--- src/rtl/bmss_pkg.sv ---
// ----------------------------------------------------------------------------
// bmss_pkg: shared types and constants for the boiler mode switch sequencer
// Mode codes, register indexes, reset values and the structs that pass
// between the sequencer core and the top level.
// ----------------------------------------------------------------------------
package bmss_pkg;

  typedef enum logic [1:0] {
    MODE_BREW      = 2'd0,
    MODE_VAPOUR    = 2'd1,
    MODE_SWITCHING = 2'd2
  } mode_t;

  localparam int unsigned TimeW     = 32;
  localparam int unsigned SetpointW = 11;
  localparam int unsigned DelayW    = 16;
  localparam int unsigned TimeoutW  = 16;
  localparam int unsigned CfgIndexW = 3;
  localparam int unsigned CfgDataW  = 16;
  // 65535 s * 1000 fits in 26 bits
  localparam int unsigned TimeoutMsW = 26;
  localparam int unsigned MsPerS     = 1000;

  localparam logic [CfgIndexW-1:0] RegBrewSetpoint  = 3'd0;
  localparam logic [CfgIndexW-1:0] RegSteamSetpoint = 3'd1;
  localparam logic [CfgIndexW-1:0] RegSwitchDelay   = 3'd2;
  localparam logic [CfgIndexW-1:0] RegSteamTimeout  = 3'd3;
  localparam logic [CfgIndexW-1:0] RegAutoReturn    = 3'd4;

  localparam logic [SetpointW-1:0] BrewSetpointRst  = 11'd930;
  localparam logic [SetpointW-1:0] SteamSetpointRst = 11'd1400;

  typedef struct packed {
    logic [SetpointW-1:0]  brew_temp;
    logic [SetpointW-1:0]  steam_temp;
    logic [DelayW-1:0]     switch_delay_ms;
    logic [TimeoutMsW-1:0] steam_timeout_ms;  // timeout already scaled to ms
    logic                  auto_return_enable;
  } cfg_t;

  typedef struct packed {
    mode_t                mode;
    logic [TimeW-1:0]     switch_start_ms;
    logic [TimeW-1:0]     steam_start_ms;
    logic [SetpointW-1:0] target;
  } state_t;

  typedef struct packed {
    logic [1:0]           boiler_mode;
    logic                 is_switching;
    logic [SetpointW-1:0] temp_target;
    logic                 ramp_started;
  } result_t;

endpackage

--- src/rtl/bmss_in_if.sv ---
// ----------------------------------------------------------------------------
// bmss_in_if: input channel of the boiler mode switch sequencer
// Carries one timestamp and steam request per transaction.
// ----------------------------------------------------------------------------
interface bmss_in_if;
  logic                           valid;
  logic                           ready;
  logic [bmss_pkg::TimeW-1:0]     now_ms;
  logic                           steam_request;

  modport source (output valid, output now_ms, output steam_request, input ready);
  modport sink   (input valid, input now_ms, input steam_request, output ready);
endinterface

--- src/rtl/bmss_out_if.sv ---
// ----------------------------------------------------------------------------
// bmss_out_if: result channel of the boiler mode switch sequencer
// Carries mode, switching flag, temperature target and ramp flag.
// ----------------------------------------------------------------------------
interface bmss_out_if;
  logic                           valid;
  logic                           ready;
  logic [1:0]                     boiler_mode;
  logic                           is_switching;
  logic [bmss_pkg::SetpointW-1:0] temp_target;
  logic                           ramp_started;

  modport source (output valid, output boiler_mode, output is_switching,
                  output temp_target, output ramp_started, input ready);
  modport sink   (input valid, input boiler_mode, input is_switching,
                  input temp_target, input ramp_started, output ready);
endinterface

--- src/rtl/boiler_mode_switch_sequencer_unit.sv ---
// ----------------------------------------------------------------------------
// boiler_mode_switch_sequencer_unit: brew/steam mode sequencer
// An input transaction passes the input register, then step logic into the
// result register and the mode state. Throughput: one transaction per cycle
// unless downstream stalls; the single-step state update sets it.
// Reset: synchronous; clears both pipeline slots, mode to brew, start times to
// zero, target to the brew default and the config registers to their defaults.
// ----------------------------------------------------------------------------
module boiler_mode_switch_sequencer_unit (
  input  logic                              clk,
  input  logic                              rst,
  bmss_in_if.sink                           tick,
  bmss_out_if.source                        result,
  input  logic                              cfg_we,
  input  logic [bmss_pkg::CfgIndexW-1:0]    cfg_index,
  input  logic [bmss_pkg::CfgDataW-1:0]     cfg_wdata
);

  // --------------------------------------------------------------------------
  // Configuration registers. The steam timeout is held in milliseconds so the
  // step logic compares instead of dividing; scale it once at write time.
  // --------------------------------------------------------------------------
  bmss_pkg::cfg_t cfg;

  always_ff @(posedge clk) begin
    if (rst) begin
      cfg.brew_temp          <= bmss_pkg::BrewSetpointRst;
      cfg.steam_temp         <= bmss_pkg::SteamSetpointRst;
      cfg.switch_delay_ms    <= '0;
      cfg.steam_timeout_ms   <= '0;
      cfg.auto_return_enable <= 1'b0;
    end else if (cfg_we) begin
      case (cfg_index)
        bmss_pkg::RegBrewSetpoint:  cfg.brew_temp  <= cfg_wdata[bmss_pkg::SetpointW-1:0];
        bmss_pkg::RegSteamSetpoint: cfg.steam_temp <= cfg_wdata[bmss_pkg::SetpointW-1:0];
        bmss_pkg::RegSwitchDelay:   cfg.switch_delay_ms <= cfg_wdata;
        bmss_pkg::RegSteamTimeout: begin
          cfg.steam_timeout_ms <= bmss_pkg::TimeoutMsW'(cfg_wdata) *
                                  bmss_pkg::TimeoutMsW'(bmss_pkg::MsPerS);
        end
        bmss_pkg::RegAutoReturn:    cfg.auto_return_enable <= cfg_wdata[0];
        default: begin
          // indexes beyond the register list are dropped
        end
      endcase
    end
  end

  // --------------------------------------------------------------------------
  // Pipeline control. Stage 1 holds the accepted transaction; the result
  // register frees up when downstream takes it, so both stages advance
  // together and a new transaction enters every cycle when nothing stalls.
  // --------------------------------------------------------------------------
  logic                          s1_valid;
  logic [bmss_pkg::TimeW-1:0]    s1_now_ms;
  logic                          s1_steam_request;
  logic                          res_valid;
  bmss_pkg::result_t             res;
  logic                          res_ready;
  logic                          step_fire;
  logic                          tick_fire;

  assign res_ready  = !res_valid || result.ready;
  assign step_fire  = s1_valid && res_ready;
  assign tick.ready = !s1_valid || res_ready;
  assign tick_fire  = tick.valid && tick.ready;

  always_ff @(posedge clk) begin
    if (rst) begin
      s1_valid <= 1'b0;
    end else if (tick.ready) begin
      s1_valid <= tick.valid;
    end
  end

  // payload: capture only on a transaction
  always_ff @(posedge clk) begin
    if (tick_fire) begin
      s1_now_ms        <= tick.now_ms;
      s1_steam_request <= tick.steam_request;
    end
  end

  // --------------------------------------------------------------------------
  // Sequencer state and step logic. State advances only when stage 1 moves
  // into the result register, so a stall never replays a step.
  // --------------------------------------------------------------------------
  bmss_pkg::state_t  state;
  bmss_pkg::state_t  state_next;
  bmss_pkg::result_t step_res;

  bmss_step u_step (
    .cfg           (cfg),
    .state         (state),
    .now_ms        (s1_now_ms),
    .steam_request (s1_steam_request),
    .state_next    (state_next),
    .result        (step_res)
  );

  always_ff @(posedge clk) begin
    if (rst) begin
      state.mode            <= bmss_pkg::MODE_BREW;
      state.switch_start_ms <= '0;
      state.steam_start_ms  <= '0;
      state.target          <= bmss_pkg::BrewSetpointRst;
    end else if (step_fire) begin
      state <= state_next;
    end
  end

  // result register: hold while downstream stalls
  always_ff @(posedge clk) begin
    if (rst) begin
      res_valid <= 1'b0;
    end else if (res_ready) begin
      res_valid <= s1_valid;
    end
  end

  always_ff @(posedge clk) begin
    if (step_fire) begin
      res <= step_res;
    end
  end

  assign result.valid        = res_valid;
  assign result.boiler_mode  = res.boiler_mode;
  assign result.is_switching = res.is_switching;
  assign result.temp_target  = res.temp_target;
  assign result.ramp_started = res.ramp_started;

  // --------------------------------------------------------------------------
  // Assertions
  // --------------------------------------------------------------------------
  a_rst_clears: assert property (@(posedge clk)
    rst |=> !s1_valid && !res_valid)
    else $error("pipeline not empty after reset");

  a_s1_holds: assert property (@(posedge clk) disable iff (rst)
    (s1_valid && !res_ready) |=> s1_valid && $stable(s1_now_ms) &&
                                 $stable(s1_steam_request))
    else $error("stage 1 transaction lost during stall");

  a_state_idle: assert property (@(posedge clk) disable iff (rst)
    !step_fire |=> $stable(state))
    else $error("sequencer state moved without a step");

  a_target_ramp: assert property (@(posedge clk) disable iff (rst)
    (step_fire && !step_res.ramp_started) |=> $stable(state.target))
    else $error("temperature target changed without a ramp");

endmodule

--- src/rtl/bmss_step.sv ---
// ----------------------------------------------------------------------------
// bmss_step: one sequencer step
// Request check, settle check and auto-return check in that order.
// ----------------------------------------------------------------------------
module bmss_step (
  input  bmss_pkg::cfg_t                cfg,
  input  bmss_pkg::state_t              state,
  input  logic [bmss_pkg::TimeW-1:0]    now_ms,
  input  logic                          steam_request,
  output bmss_pkg::state_t              state_next,
  output bmss_pkg::result_t             result
);

  logic ramp;

  always_comb begin
    bmss_pkg::state_t s;
    logic [bmss_pkg::TimeW-1:0] elapsed_switch;
    logic [bmss_pkg::TimeW-1:0] elapsed_steam;
    s    = state;
    ramp = 1'b0;

    // enter switching on a change of request
    if (steam_request && s.mode != bmss_pkg::MODE_VAPOUR &&
        s.mode != bmss_pkg::MODE_SWITCHING) begin
      s.mode            = bmss_pkg::MODE_SWITCHING;
      s.switch_start_ms = now_ms;
      s.steam_start_ms  = now_ms;
      s.target          = cfg.steam_temp;
      ramp              = 1'b1;
    end else if (!steam_request && s.mode == bmss_pkg::MODE_VAPOUR) begin
      s.mode            = bmss_pkg::MODE_SWITCHING;
      s.switch_start_ms = now_ms;
      s.target          = cfg.brew_temp;
      ramp              = 1'b1;
    end

    // settle once the delay has run out
    elapsed_switch = now_ms - s.switch_start_ms;
    if (s.mode == bmss_pkg::MODE_SWITCHING &&
        elapsed_switch >= {16'd0, cfg.switch_delay_ms}) begin
      s.mode = steam_request ? bmss_pkg::MODE_VAPOUR : bmss_pkg::MODE_BREW;
    end

    // whole seconds >= T is the same as milliseconds >= T * 1000
    elapsed_steam = now_ms - s.steam_start_ms;
    if (s.mode == bmss_pkg::MODE_VAPOUR && cfg.auto_return_enable &&
        cfg.steam_timeout_ms != '0 &&
        elapsed_steam >= {6'd0, cfg.steam_timeout_ms}) begin
      s.mode            = bmss_pkg::MODE_SWITCHING;
      s.switch_start_ms = now_ms;
      s.target          = cfg.brew_temp;
      ramp              = 1'b1;
    end

    state_next = s;
  end

  always_comb begin
    result.boiler_mode  = state_next.mode;
    result.is_switching = (state_next.mode == bmss_pkg::MODE_SWITCHING);
    result.temp_target  = state_next.target;
    result.ramp_started = ramp;
  end

endmodule
--- src/flat_wrapper.sv ---
// flat-port wrapper written by rule: the top's interface ports become plain ports
module boiler_mode_switch_sequencer_unit_flat 
  (clk, rst, cfg_we, cfg_index, cfg_wdata, tick_valid, tick_now_ms, tick_steam_request, tick_ready, result_valid, result_boiler_mode, result_is_switching, result_temp_target, result_ramp_started, result_ready);
  bmss_in_if tick_i ();
  bmss_out_if result_i ();
  input  logic clk;
  input  logic rst;
  input  logic cfg_we;
  input  logic [bmss_pkg::CfgIndexW-1:0] cfg_index;
  input  logic [bmss_pkg::CfgDataW-1:0] cfg_wdata;
  input wire logic [$bits(tick_i.valid)-1:0] tick_valid;
  input wire logic [$bits(tick_i.now_ms)-1:0] tick_now_ms;
  input wire logic [$bits(tick_i.steam_request)-1:0] tick_steam_request;
  output wire logic [$bits(tick_i.ready)-1:0] tick_ready;
  output wire logic [$bits(result_i.valid)-1:0] result_valid;
  output wire logic [$bits(result_i.boiler_mode)-1:0] result_boiler_mode;
  output wire logic [$bits(result_i.is_switching)-1:0] result_is_switching;
  output wire logic [$bits(result_i.temp_target)-1:0] result_temp_target;
  output wire logic [$bits(result_i.ramp_started)-1:0] result_ramp_started;
  input wire logic [$bits(result_i.ready)-1:0] result_ready;
  assign tick_i.valid = tick_valid;
  assign tick_i.now_ms = tick_now_ms;
  assign tick_i.steam_request = tick_steam_request;
  assign tick_ready = tick_i.ready;
  assign result_valid = result_i.valid;
  assign result_boiler_mode = result_i.boiler_mode;
  assign result_is_switching = result_i.is_switching;
  assign result_temp_target = result_i.temp_target;
  assign result_ramp_started = result_i.ramp_started;
  assign result_i.ready = result_ready;
  boiler_mode_switch_sequencer_unit u_core (.clk(clk), .rst(rst), .tick(tick_i), .result(result_i), .cfg_we(cfg_we), .cfg_index(cfg_index), .cfg_wdata(cfg_wdata));
endmodule
--- config.mk ---
export PLATFORM = sky130hd
export DESIGN_NAME = boiler_mode_switch_sequencer_unit_flat
export DESIGN_NICKNAME = d
export VERILOG_FILES = /design/src/rtl/bmss_pkg.sv /design/src/rtl/bmss_in_if.sv /design/src/rtl/bmss_out_if.sv /design/src/rtl/boiler_mode_switch_sequencer_unit.sv /design/src/rtl/bmss_step.sv /design/src/flat_wrapper.sv
export SDC_FILE = /design/constraint.sdc
export NUM_CORES = 1
export LEC_CHECK = 0
export CORE_AREA = 5 5 150 223
export DETAILED_ROUTE_END_ITERATION = 16
export DIE_AREA = 0 0 155 228
export DONT_BUFFER_PORTS = 1
export MAX_ROUTING_LAYER = met4
export PLACE_DENSITY_LB_ADDON = 0.12
export SYNTH_ARGS = -nofsm -noshare
export SYNTH_HDL_FRONTEND = slang
export SYNTH_SLANG_ARGS = --single-unit
--- constraint.sdc ---
create_clock -name clk -period 14.38 [get_ports clk]
set_input_delay 2.157 -clock clk [delete_from_list [all_inputs] [get_ports clk]]
set_output_delay 2.157 -clock clk [all_outputs]
set_load 0.01 [all_outputs]
Word-level counts from Yosys, hierarchy flattened
Index checks and enable logic that the tools add are counted.
{"block": "word_totals", "regBits": 189, "latchBits": 0, "ramBits": 0, "mem_bits_ro": 0, "input_bits": 57, "output_inout_bits": 17, "elab_cells": 64, "n_memories": 0}
{"block": "classes", "n_addsub": 2, "n_mul": 1, "div_mod_pow": 0, "magnitude_cmp": 2, "n_eq_ne": 10, "n_shift": 0, "n_mux": 10, "bitwise_logic": 0, "n_reduce_logical": 22}
{"cell": "34-bit 2-to-1 mux", "count": 3}
{"cell": "32-bit subtractor", "count": 2}
{"cell": "11-bit 2-to-1 mux", "count": 3}
{"cell": "32-bit by 16-bit greater-or-equal comparator with 1-bit output", "count": 1}
{"cell": "32-bit by 26-bit greater-or-equal comparator with 1-bit output", "count": 1}
{"cell": "32-bit 2-to-1 mux", "count": 1}
{"cell": "26-bit nonzero test", "count": 1}
{"cell": "16-bit by 7-bit multiplier with 23-bit output, second input constant", "count": 1}
{"cell": "2-bit AND reduction", "count": 5}
{"cell": "1-bit logical AND", "count": 9}
{"cell": "3-bit by 2-bit == test with 1-bit output, second input constant", "count": 2}
{"cell": "2-bit by 1-bit == test with 1-bit output, second input constant", "count": 2}
{"cell": "2-bit == test, second input constant", "count": 2}
{"cell": "3-bit by 1-bit == test with 1-bit output, second input constant", "count": 1}
{"cell": "3-bit == test, second input constant", "count": 1}
{"cell": "1-bit logical NOT", "count": 3}
{"cell": "3-bit logical NOT", "count": 1}
{"cell": "1-bit logical OR", "count": 2}
{"cell": "1-bit 2-to-1 mux", "count": 2}
{"cell": "2-bit 2-to-1 mux", "count": 1}
{"cell": "2-bit by 1-bit != test with 1-bit output, second input constant", "count": 1}
{"cell": "2-bit != test, second input constant", "count": 1}
{"cell": "2-bit OR reduction", "count": 1}

Longest topological paths before layout
Gate-level depths: netlist (run 1).
{"block": "depth", "word_depth": 14, "depth_mapped": 32, "mapped_depth_nobuf": 27}

By module
A second synthesis (run 1) with hierarchy kept.
{"block": "unflattened", "cells_unflattened": 1990, "hier_area_um2": 16051.6}
{"mod": "boiler_mode_switch_sequencer_unit", "instances": 1, "cells_each": 948, "area_each_um2": 9014.9, "seq_area_each_um2": 4264.1}
{"mod": "bmss_step", "instances": 1, "cells_each": 1042, "area_each_um2": 7036.7, "seq_area_each_um2": 0.0}

Worst setup path before layout (run 1)
Ideal clock, no wire load.
{"block": "synth_timing", "kind": "in2reg", "startpoint": "input cfg_wdata[0] in the netlist's numbering", "endpoint": "register u_core.cfg[23] (netlist name)", "arrival_ns": 6.238, "slack_ns": 8.072, "stages": 18, "cell_sequence": "fa_1 -> inv_1 -> fa_1 -> fa_1 -> inv_1 -> fa_1 -> ha_1 -> a21oi_1 -> o21bai_1 -> a21oi_1 -> o21bai_1 -> a21oi_1 -> o21a_1 -> o21ai_0 -> a311oi_1 -> xnor2_1 -> nand2_1 -> a21oi_1"}
{"block": "synth_between", "elab_chain_cells": 1}
{"item": "start: declaration", "line": "flat_wrapper.sv:10", "text": "input logic [bmss_pkg::CfgDataW-1:0] cfg_wdata;"}
{"item": "16-bit by 7-bit multiplier with 23-bit output", "line": "boiler_mode_switch_sequencer_unit.sv:38", "text": "cfg.steam_timeout_ms <= bmss_pkg::TimeoutMsW'(cfg_wdata) *"}
Every way passes these cells.
A chain may end at the register's enable or synchronous reset.

Final worst setup path (run 1)
{"block": "layout_timing", "startpoint": "register u_core.state[76] (netlist name)", "endpoint": "register u_core.state[59] (netlist name)"}
{"block": "layout_between", "elab_chain_cells": 13, "word_cells_on_any_way": 21}
{"item": "2-bit by 1-bit == test with 1-bit output / 2-bit by 1-bit != test with 1-bit output (equally long branches)", "line": "bmss_step.sv:31, bmss_step.sv:24"}
{"item": "1-bit logical AND (on tied branches)", "line": "bmss_step.sv:31, bmss_step.sv:24"}
{"item": "34-bit 2-to-1 mux / 1-bit logical AND (equally long branches)", "line": "bmss_step.sv:31, bmss_step.sv:24"}
{"item": "34-bit 2-to-1 mux", "line": "bmss_step.sv:24", "text": "if (steam_request && s.mode != bmss_pkg::MODE_VAPOUR &&"}
{"item": "32-bit subtractor", "line": "bmss_step.sv:39", "text": "elapsed_switch = now_ms - s.switch_start_ms;"}
{"item": "32-bit by 16-bit greater-or-equal comparator with 1-bit output", "line": "bmss_step.sv:41", "text": "elapsed_switch >= {16'd0, cfg.switch_delay_ms}) begin"}
{"item": "1-bit logical AND", "line": "bmss_step.sv:40", "text": "if (s.mode == bmss_pkg::MODE_SWITCHING &&"}
{"item": "2-bit 2-to-1 mux", "line": "bmss_step.sv:40"}
{"item": "2-bit by 1-bit == test with 1-bit output", "line": "bmss_step.sv:47", "text": "if (s.mode == bmss_pkg::MODE_VAPOUR && cfg.auto_return_enable &&"}
{"item": "1-bit logical AND (2 in a row)", "line": "bmss_step.sv:47"}
{"item": "1-bit logical AND", "line": "bmss_step.sv:48", "text": "cfg.steam_timeout_ms != '0 &&"}
{"item": "34-bit 2-to-1 mux *", "line": "bmss_step.sv:47"}
Every way passes the cells marked *; elsewhere a longest branch is shown, timed or not.

==> results of run 1 <==
[through the flow]
stage / setup WS, ns / hold slack [ns] / util [%] / cell area [um2]
after global routing: 6.07 / 0.473 / 51.9 / 16200
after detailed placement: 6.80 / 0.443 / 49.9 / 15500
final: 6.71 / 0.457 / 51.9 / 16200
after global placement: 6.84 / 0.438 / 49.9 / 15500
after CTS: 6.75 / 0.453 / 51.9 / 16200
after floorplan: 8.07 / 0.434 / - / 15300
[kinds of logic (layout without fill, tap and decap cells)]
logic type,Yosys count,count (layout),synth area share [%]
flip-flops,189,189,27.8
XOR/XNOR,72,72,4.23
adder cells (fa/ha/maj),201,201,19.1
multiplexers,115,115,7.51
buffers and inverters,184,144,5.00
AO/OA/AOI/OAI,441,441,18.9
AND/OR/NAND/NOR,571,571,17.5
[worst max-delay path, stage by stage (launching register included)]
cell	delay (ns)
dfxtp_1	0.66
or2b_2	0.41
nand3_2	0.29
buf_4	0.53
a21oi_1	0.19
ha_1	0.30
nor2b_1	0.16
o2111ai_1	0.14
and3_1	0.20
o41a_1	0.51
a2111oi_4	0.42
o21ai_2	0.14
nand2_1	0.10
xor2_1	0.16
ha_1	0.28
a221oi_1	0.29
nand3_1	0.11
a221o_1	0.27
a211oi_1	0.23
nand4_1	0.13
nor4_1	0.29
a21o_2	0.67
a31oi_1	0.21
o21a_2	0.51
mux2i_1	0.24
[routing by layer]
layer | wire length [um] | vias to the layer above
met1 | 16900 | 5899
li1 | - | 6215
met2 | 20900 | 275
met4 | 1570 | 0
met3 | 1630 | 70
met5 | 0 | -
[path summary, 6_finish.rpt]
check        depth (start not counted)                to  slack (ns)             start
min reg2reg                          2    u_core.cfg[30]        0.46    u_core.cfg[30]
max reg2reg                         24  u_core.state[59]        6.71  u_core.state[76]
max                                 24  u_core.state[59]        6.71  u_core.state[76]
min                                  2    u_core.cfg[30]        0.46    u_core.cfg[30]
[sequential cells by signal, summed over array words and instances, names as in the netlist]
register / count
u_core.result.is_switching: 1
u_core.result.boiler_mode: 2
u_core.s1_steam_request: 1
u_core.result.ramp_started: 1
u_core.result.temp_target: 11
u_core.s1_valid: 1
u_core.s1_now_ms: 32
u_core.state: 77
u_core.result.valid: 1
u_core.cfg: 62
[area by class of cell]
| type | instances | area (um2) | share of cell area (%) |
|---|---|---|---|
| Clock buffer | 19 | 433 | 2.68 |
| Clock inverter | 13 | 196 | 1.21 |
| Inverter | 103 | 387 | 2.39 |
| Multi-Input combinational cell | 1400 | 10300 | 63.8 |
| Sequential cell | 189 | 4260 | 26.4 |
| Tap cell | 405 | 507 | 3.13 |
| Timing Repair Buffer | 9 | 67.6 | 0.418 |
[power breakdown]
group          internal [mW]  switching (mW)
Clock                  0.282           0.233
Sequential             0.578          0.0336
Combinational          0.423           0.552
[synthesized netlist by cell type (14+ instances only)]
cell type and n:
mux2i_1 114, nor3_1 18, xnor2_1 45, o21bai_1 18, fa_1 55, o21a_1 15
nand2b_1 28, a21oi_1 138, nand2_1 257, o22ai_1 14, dfxtp_1 141, a211oi_1 39
edfxtp_1 48, ha_1 144, inv_1 103, o21ai_0 64, nand4_1 19, nor2b_1 21
nor2_1 131, a21o_1 31, o211ai_1 21, a31oi_1 15, clkbuf_1 60, nand3_1 24
xor2_1 26
==> results by group, run 1 <==
Global route
  – Most used routing layer: met2
  – First-pass GRT wire length: 65,600 um
  – Tot GR Track Use: 23.8%
  – Initial antenna violation count: 0
  – Grt met1 use: 27.2%
  – Total gr overflow: 0
  – Grt met3 use: 3.37%
  – Vias in the first global route: 12,346
  – M2 GR Usage: 41.6%
  – Pin count of the biggest net entering global routing: 96

Finish
  – Filler Cell Count: 2,982
  – Non-Filler Instances: 2,138
  – Commonest non-fill, non-tap cell in the layout: nand2_1
  – Total inserted antenna cells: 0
  – Area delta synth->final: 5.46%
  – Most frequent cells in the layout: nand2_1, ha_1, dfxtp_1, a21oi_1, nor2_1
  – Layout cells sized above 1: 4.62%
  – NumNets Final: 1,976

STA
  – Pins Over Slew Limit: 0
  – Setup_tns: 0 ns
  – FMAX: 0.130 GHz
  – RSZ-0062 raised after global routing: false
  – Max-slew headroom: 24.8%
  – Fin. Hold Viols: 0
  – Endpoints failing setup: 0
  – Part of the cycle the worst path needs: 53.4%
  – Worst Skew: 0.0119 ns
  – Worst slew pin tran: 1.13 ns
  – Final worst path period need: 7.67 ns

Route
  – Pre-Repair DR Iteration Count: 6
  – Average wire per standard cell: 19.2 um
  – Vias per inst: 5.83
  – Iteration-0 DRC Markers: 512
  – Final antenna-violating net count: 0
  – Drt total wl: 41,100 um
  – Post-route DRC: 0
  – Via count: 12,459

Worst setup path
  – Crit Path Category: register to register
  – Critical path launch point type: register
  – Req. time, crit path: 14.67 ns
  – Critical path fanouts, max: 39
  – Crit path DAT: 7.96 ns
  – Setup crit end kind: register

Logic synthesis
  – Post-Synthesis Cell Area: 0.0153 mm2
  – Register area share after synthesis: 27.8%
  – Average cell area after synthesis: 8.65 um2
  – Post-synth top area share: 18.4%
  – Mapped Cells: 1,773
  – Yosys warns: 0
  – Syn Nets: 2,029
  – Top post-synthesis cells by area: dfxtp_1, ha_1, edfxtp_1, mux2i_1, fa_1
  – Yosys reg bits: 189
  – Yosys top cell by area: dfxtp_1
  – Post-synth EDFFs: 48
  – Asr flop ratio synth: 0%
  – Commonest register cell after synthesis: dfxtp_1
  – Yosys cell types: 91

Die
  – Ports: 74
  – Initial Util: 49.3%
  – Die Y: 228 um
  – Rows: 79
  – Core area: 0.0311 mm2
  – Chip Width: 155 um
  – Die area: 0.0353 mm2

Power
  – Total Power: 2.10 mW
  – Worst VDD drop: 0.115 mV
  – Leak Pwr: 6.54 nW
  – PD cells: 130 mW/mm2

Clock tree
  – Total CTS buffers: 17
  – Root Driver: clkbuf_16
  – CTS Hold Bufs: 0
  – CTS tree: yes
  – Setup Fix Bufs, Post-CTS: 0
  – Sink Count: 189
  – H-tree Lvls: 4
  – Post_cts resized: 0
  – Clock latency on the worst-skew pair: 0.45 ns
  – CTS clk-pin slew, worst paths: 0.08 ns
  – Max Buffers Root-to-Sink: 2

Place
  – HPWL after DPL: 31,700 um
  – Placed Cells: 2,106
  – PortBufs: 0
  – GPL Wtd Cong: 0.961

Outcome
  – Status: completed

Job
  – Max-cap violations: 0

Worst hold path
  – Hold Path Class: register to register
No activity file was read; power rests on OpenSTA's default activity.
==> run 2: changes to the inputs <==
--- a/config.mk
+++ b/config.mk
@@ -5,9 +5,10 @@
 export SDC_FILE = /design/constraint.sdc
 export NUM_CORES = 1
 export LEC_CHECK = 0
-export CORE_AREA = 5 5 150 223
+export ABC_AREA = 1
+export CORE_AREA = 5 5 149 223
 export DETAILED_ROUTE_END_ITERATION = 16
-export DIE_AREA = 0 0 155 228
+export DIE_AREA = 0 0 154 228
 export DONT_BUFFER_PORTS = 1
 export MAX_ROUTING_LAYER = met4
 export PLACE_DENSITY_LB_ADDON = 0.12
==> constraint.sdc (replaced) <==
create_clock -name clk -period 7.5 [get_ports clk]
set_input_delay 1.125 -clock clk [delete_from_list [all_inputs] [get_ports clk]]
set_output_delay 1.125 -clock clk [all_outputs]
set_load 0.01 [all_outputs]
==> run 2 against run 1 <==
Wire length increased by 11%; utilization up 0.64 points; combinational power rose by 100%; sequential share of layout area decreased by 0.071 points; sequential cell count unchanged; synthesized cell count is 20% higher; register-to-register slack worse by 5.3 ns; clock skew rose by 0.0020 ns; non-clock buffer count rose by 9; critical path depth up 8; clock power is 80% higher; critical path type unchanged; highest routed layer unchanged.
==> results by group, run 2 <==
Die
  – Die area: 0.0351 mm2
  – Ports: 74
  – Chip Width: 154 um
  – Rows: 79
  – Core area: 0.0308 mm2
  – Die Y: 228 um
  – Initial Util: 49.7%

Finish
  – Commonest non-fill, non-tap cell in the layout: nand2_1
  – Utilization after layout: 52.6%
  – Non-Filler Instances: 2,515
  – Top Registers: u_core.state (77), u_core.cfg (62), u_core.s1_now_ms (32)
  – Area delta synth->final: 5.91%
  – Layout cells sized above 1: 3.94%
  – Most frequent cells in the layout: nand2_1, inv_1, a21oi_1, o21ai_0, nor2_1
  – Finished layout cell area: 0.0162 mm2
  – NumNets Final: 2,350
  – Number of flip-flops in the largest register: 77
  – Reg with most FFs: u_core.state

Logic synthesis
  – Most common cell in the netlist: nand2_1
  – Top cell types by occurrence after synthesis: nand2_1, inv_1, a21oi_1
  – Yosys top cell by area: dfxtp_1
  – Post-synth top area share: 18.4%
  – Post-Synthesis Cell Area: 0.0153 mm2
  – Yosys warns: 0
  – Syn Nets: 2,392
  – Average cell area after synthesis: 7.17 um2
  – Top post-synthesis cells by area: dfxtp_1, nand2_1, ha_1, edfxtp_1, inv_1
  – Asr flop ratio synth: 0%
  – Yosys cell types: 44
  – Post-synth EDFFs: 48
  – Register area share after synthesis: 27.8%
  – Commonest register cell after synthesis: dfxtp_1
  – Yosys reg bits: 189
  – Mapped Cells: 2,136

STA
  – Fin. Hold Viols: 0
  – Setup_tns: 0 ns
  – RSZ-0062 raised after global routing: false
  – Setup ws final: 1.37 ns
  – Pins Over Slew Limit: 0
  – Final worst path period need: 6.13 ns
  – Part of the cycle the worst path needs: 81.7%
  – Worst Skew: 0.0140 ns
  – FMAX: 0.163 GHz
  – Endpoints failing setup: 0
  – Worst slew pin tran: 0.890 ns
  – Max-slew headroom: 40.2%
  – Hold Slack: 0.464 ns

Clock tree
  – Total CTS buffers: 17
  – Setup Fix Bufs, Post-CTS: 0
  – CTS clk-pin slew, worst paths: 0.08 ns
  – CTS tree: yes
  – CTS Hold Bufs: 0
  – H-tree Lvls: 4
  – Sink Count: 189
  – Max Buffers Root-to-Sink: 2
  – Root Driver: clkbuf_16
  – Post_cts resized: 0
  – Clock latency on the worst-skew pair: 0.46 ns

Route
  – Iteration-0 DRC Markers: 820
  – Final antenna-violating net count: 0
  – Pre-Repair DR Iteration Count: 5
  – Drt total wl: 45,500 um
  – Vias per inst: 5.55
  – Via count: 13,955
  – Post-route DRC: 0
  – Average wire per standard cell: 18.1 um

Outcome
  – Status: completed

Global route
  – Tot GR Track Use: 26.6%
  – Pin count of the biggest net entering global routing: 77
  – Initial antenna violation count: 3
  – Total gr overflow: 0
  – Vias in the first global route: 13,795
  – First-pass GRT wire length: 72,500 um

Power
  – PD cells: 248 mW/mm2
  – Clk pwr share: 23.0%
  – Power share of the sequential group: 28.7%
  – Total Power: 4.03 mW
  – Part of the power in combinational logic: 48.3%
  – Worst VDD drop: 0.160 mV
  – Sw Ratio: 42.0%
  – Net Switching: 1.69 mW
  – Leak Pwr: 7.63 nW
  – Internal power: 2.34 mW

Worst setup path
  – Largest stage delay on the critical path: 0.50 ns
  – CP max stage cell: nand3_2
  – Critical path launch point type: register
  – Cells on worst reg2reg path: 32
  – Req. time, crit path: 7.70 ns
  – CP dominant cell by count: nand2_1
  – Crit Path Category: register to register
  – Setup crit end kind: register
  – Critical path fanouts, max: 22
  – FF-to-FF Start: u_core.state[75]
  – R2r setup slk: 1.37 ns
  – Worst r2r dst: u_core.result.temp_target[5]
  – Crit path DAT: 6.33 ns

Place
  – Placed Area: 0.0156 mm2
  – HPWL after DPL: 35,400 um
  – PortBufs: 0
  – Dpl ws: 1.43 ns
  – Placed Cells: 2,480
  – GPL Wtd Cong: 0.938

Worst hold path
  – Min-delay src: u_core.state[66]
  – Hold path depth: 2
  – Hold Path Class: register to register
  – Worst Hold End: u_core.state[66]

Job
  – Max-cap violations: 0
-- run 2: worst max-delay path by stage --
stage / from / to / slack [ns] / cells past startpoint
after detailed placement: u_core.state[75] / u_core.result.temp_target[5] / 1.43 / 32
after CTS: u_core.state[75] / u_core.result.temp_target[5] / 1.38 / 32
after floorplan: cfg_wdata[0] / u_core.cfg[26] / 2.01 / 20
after global placement: u_core.state[75] / u_core.result.temp_target[8] / 1.56 / 30
final: u_core.state[75] / u_core.result.temp_target[5] / 1.37 / 32
after global routing: u_core.state[75] / u_core.result.temp_target[5] / 0.82 / 36
-- run 2: power groups by stage --
stage	Clock (mW)	Combinational, mW	Sequential [mW]
after global placement	0	1.91	1.18
after global routing	0.988	2.25	1.16
final	0.926	1.95	1.16
after detailed placement	0	1.94	1.18
after CTS	0.943	1.96	1.16
after floorplan	0	1.53	1.16
-- run 2: critical path: cells and delay by family (launching register included) --
| family | cells | cell delay [ns] |
|---|---|---|
| AOI/OAI and AO/OA | 8 | 1.78 |
| xor gates and xnor gates | 1 | 0.10 |
| adders and majority gates | 2 | 0.75 |
| buffers and inverters | 5 | 1.04 |
| DFF | 1 | 0.42 |
| and+or+nand+nor | 16 | 1.77 |
-- run 2: logic make-up after synthesis --
kind of cell    synth area share, %
flops                          27.8
simple gates                   23.9
compound gates                 16.0
xor+xnor                       3.55
buf+inv                        9.77
fa+ha+maj                      19.0
-- run 2: cell type report --
cell class / count / area, um2
sequential: 189 / 4260
timing repair buffer: 18 / 135
antenna: 3 / 7.51
tap: 405 / 507
clock inverter: 13 / 140
fill: 3113 / 14600
multi-input combinational: 1561 / 9560
inverter: 307 / 1150
clock buffer: 19 / 454
-- run 2: routing by layer --
metal  vias to the layer above  part of all wire (%)  track usage [%]
met2                       375                    51             45.7
met5                         -                     0                -
met3                       134                   4.2             3.71
met4                         0                   6.0             13.9
met1                      6434                    39             29.8
li1                       7012                     -                -
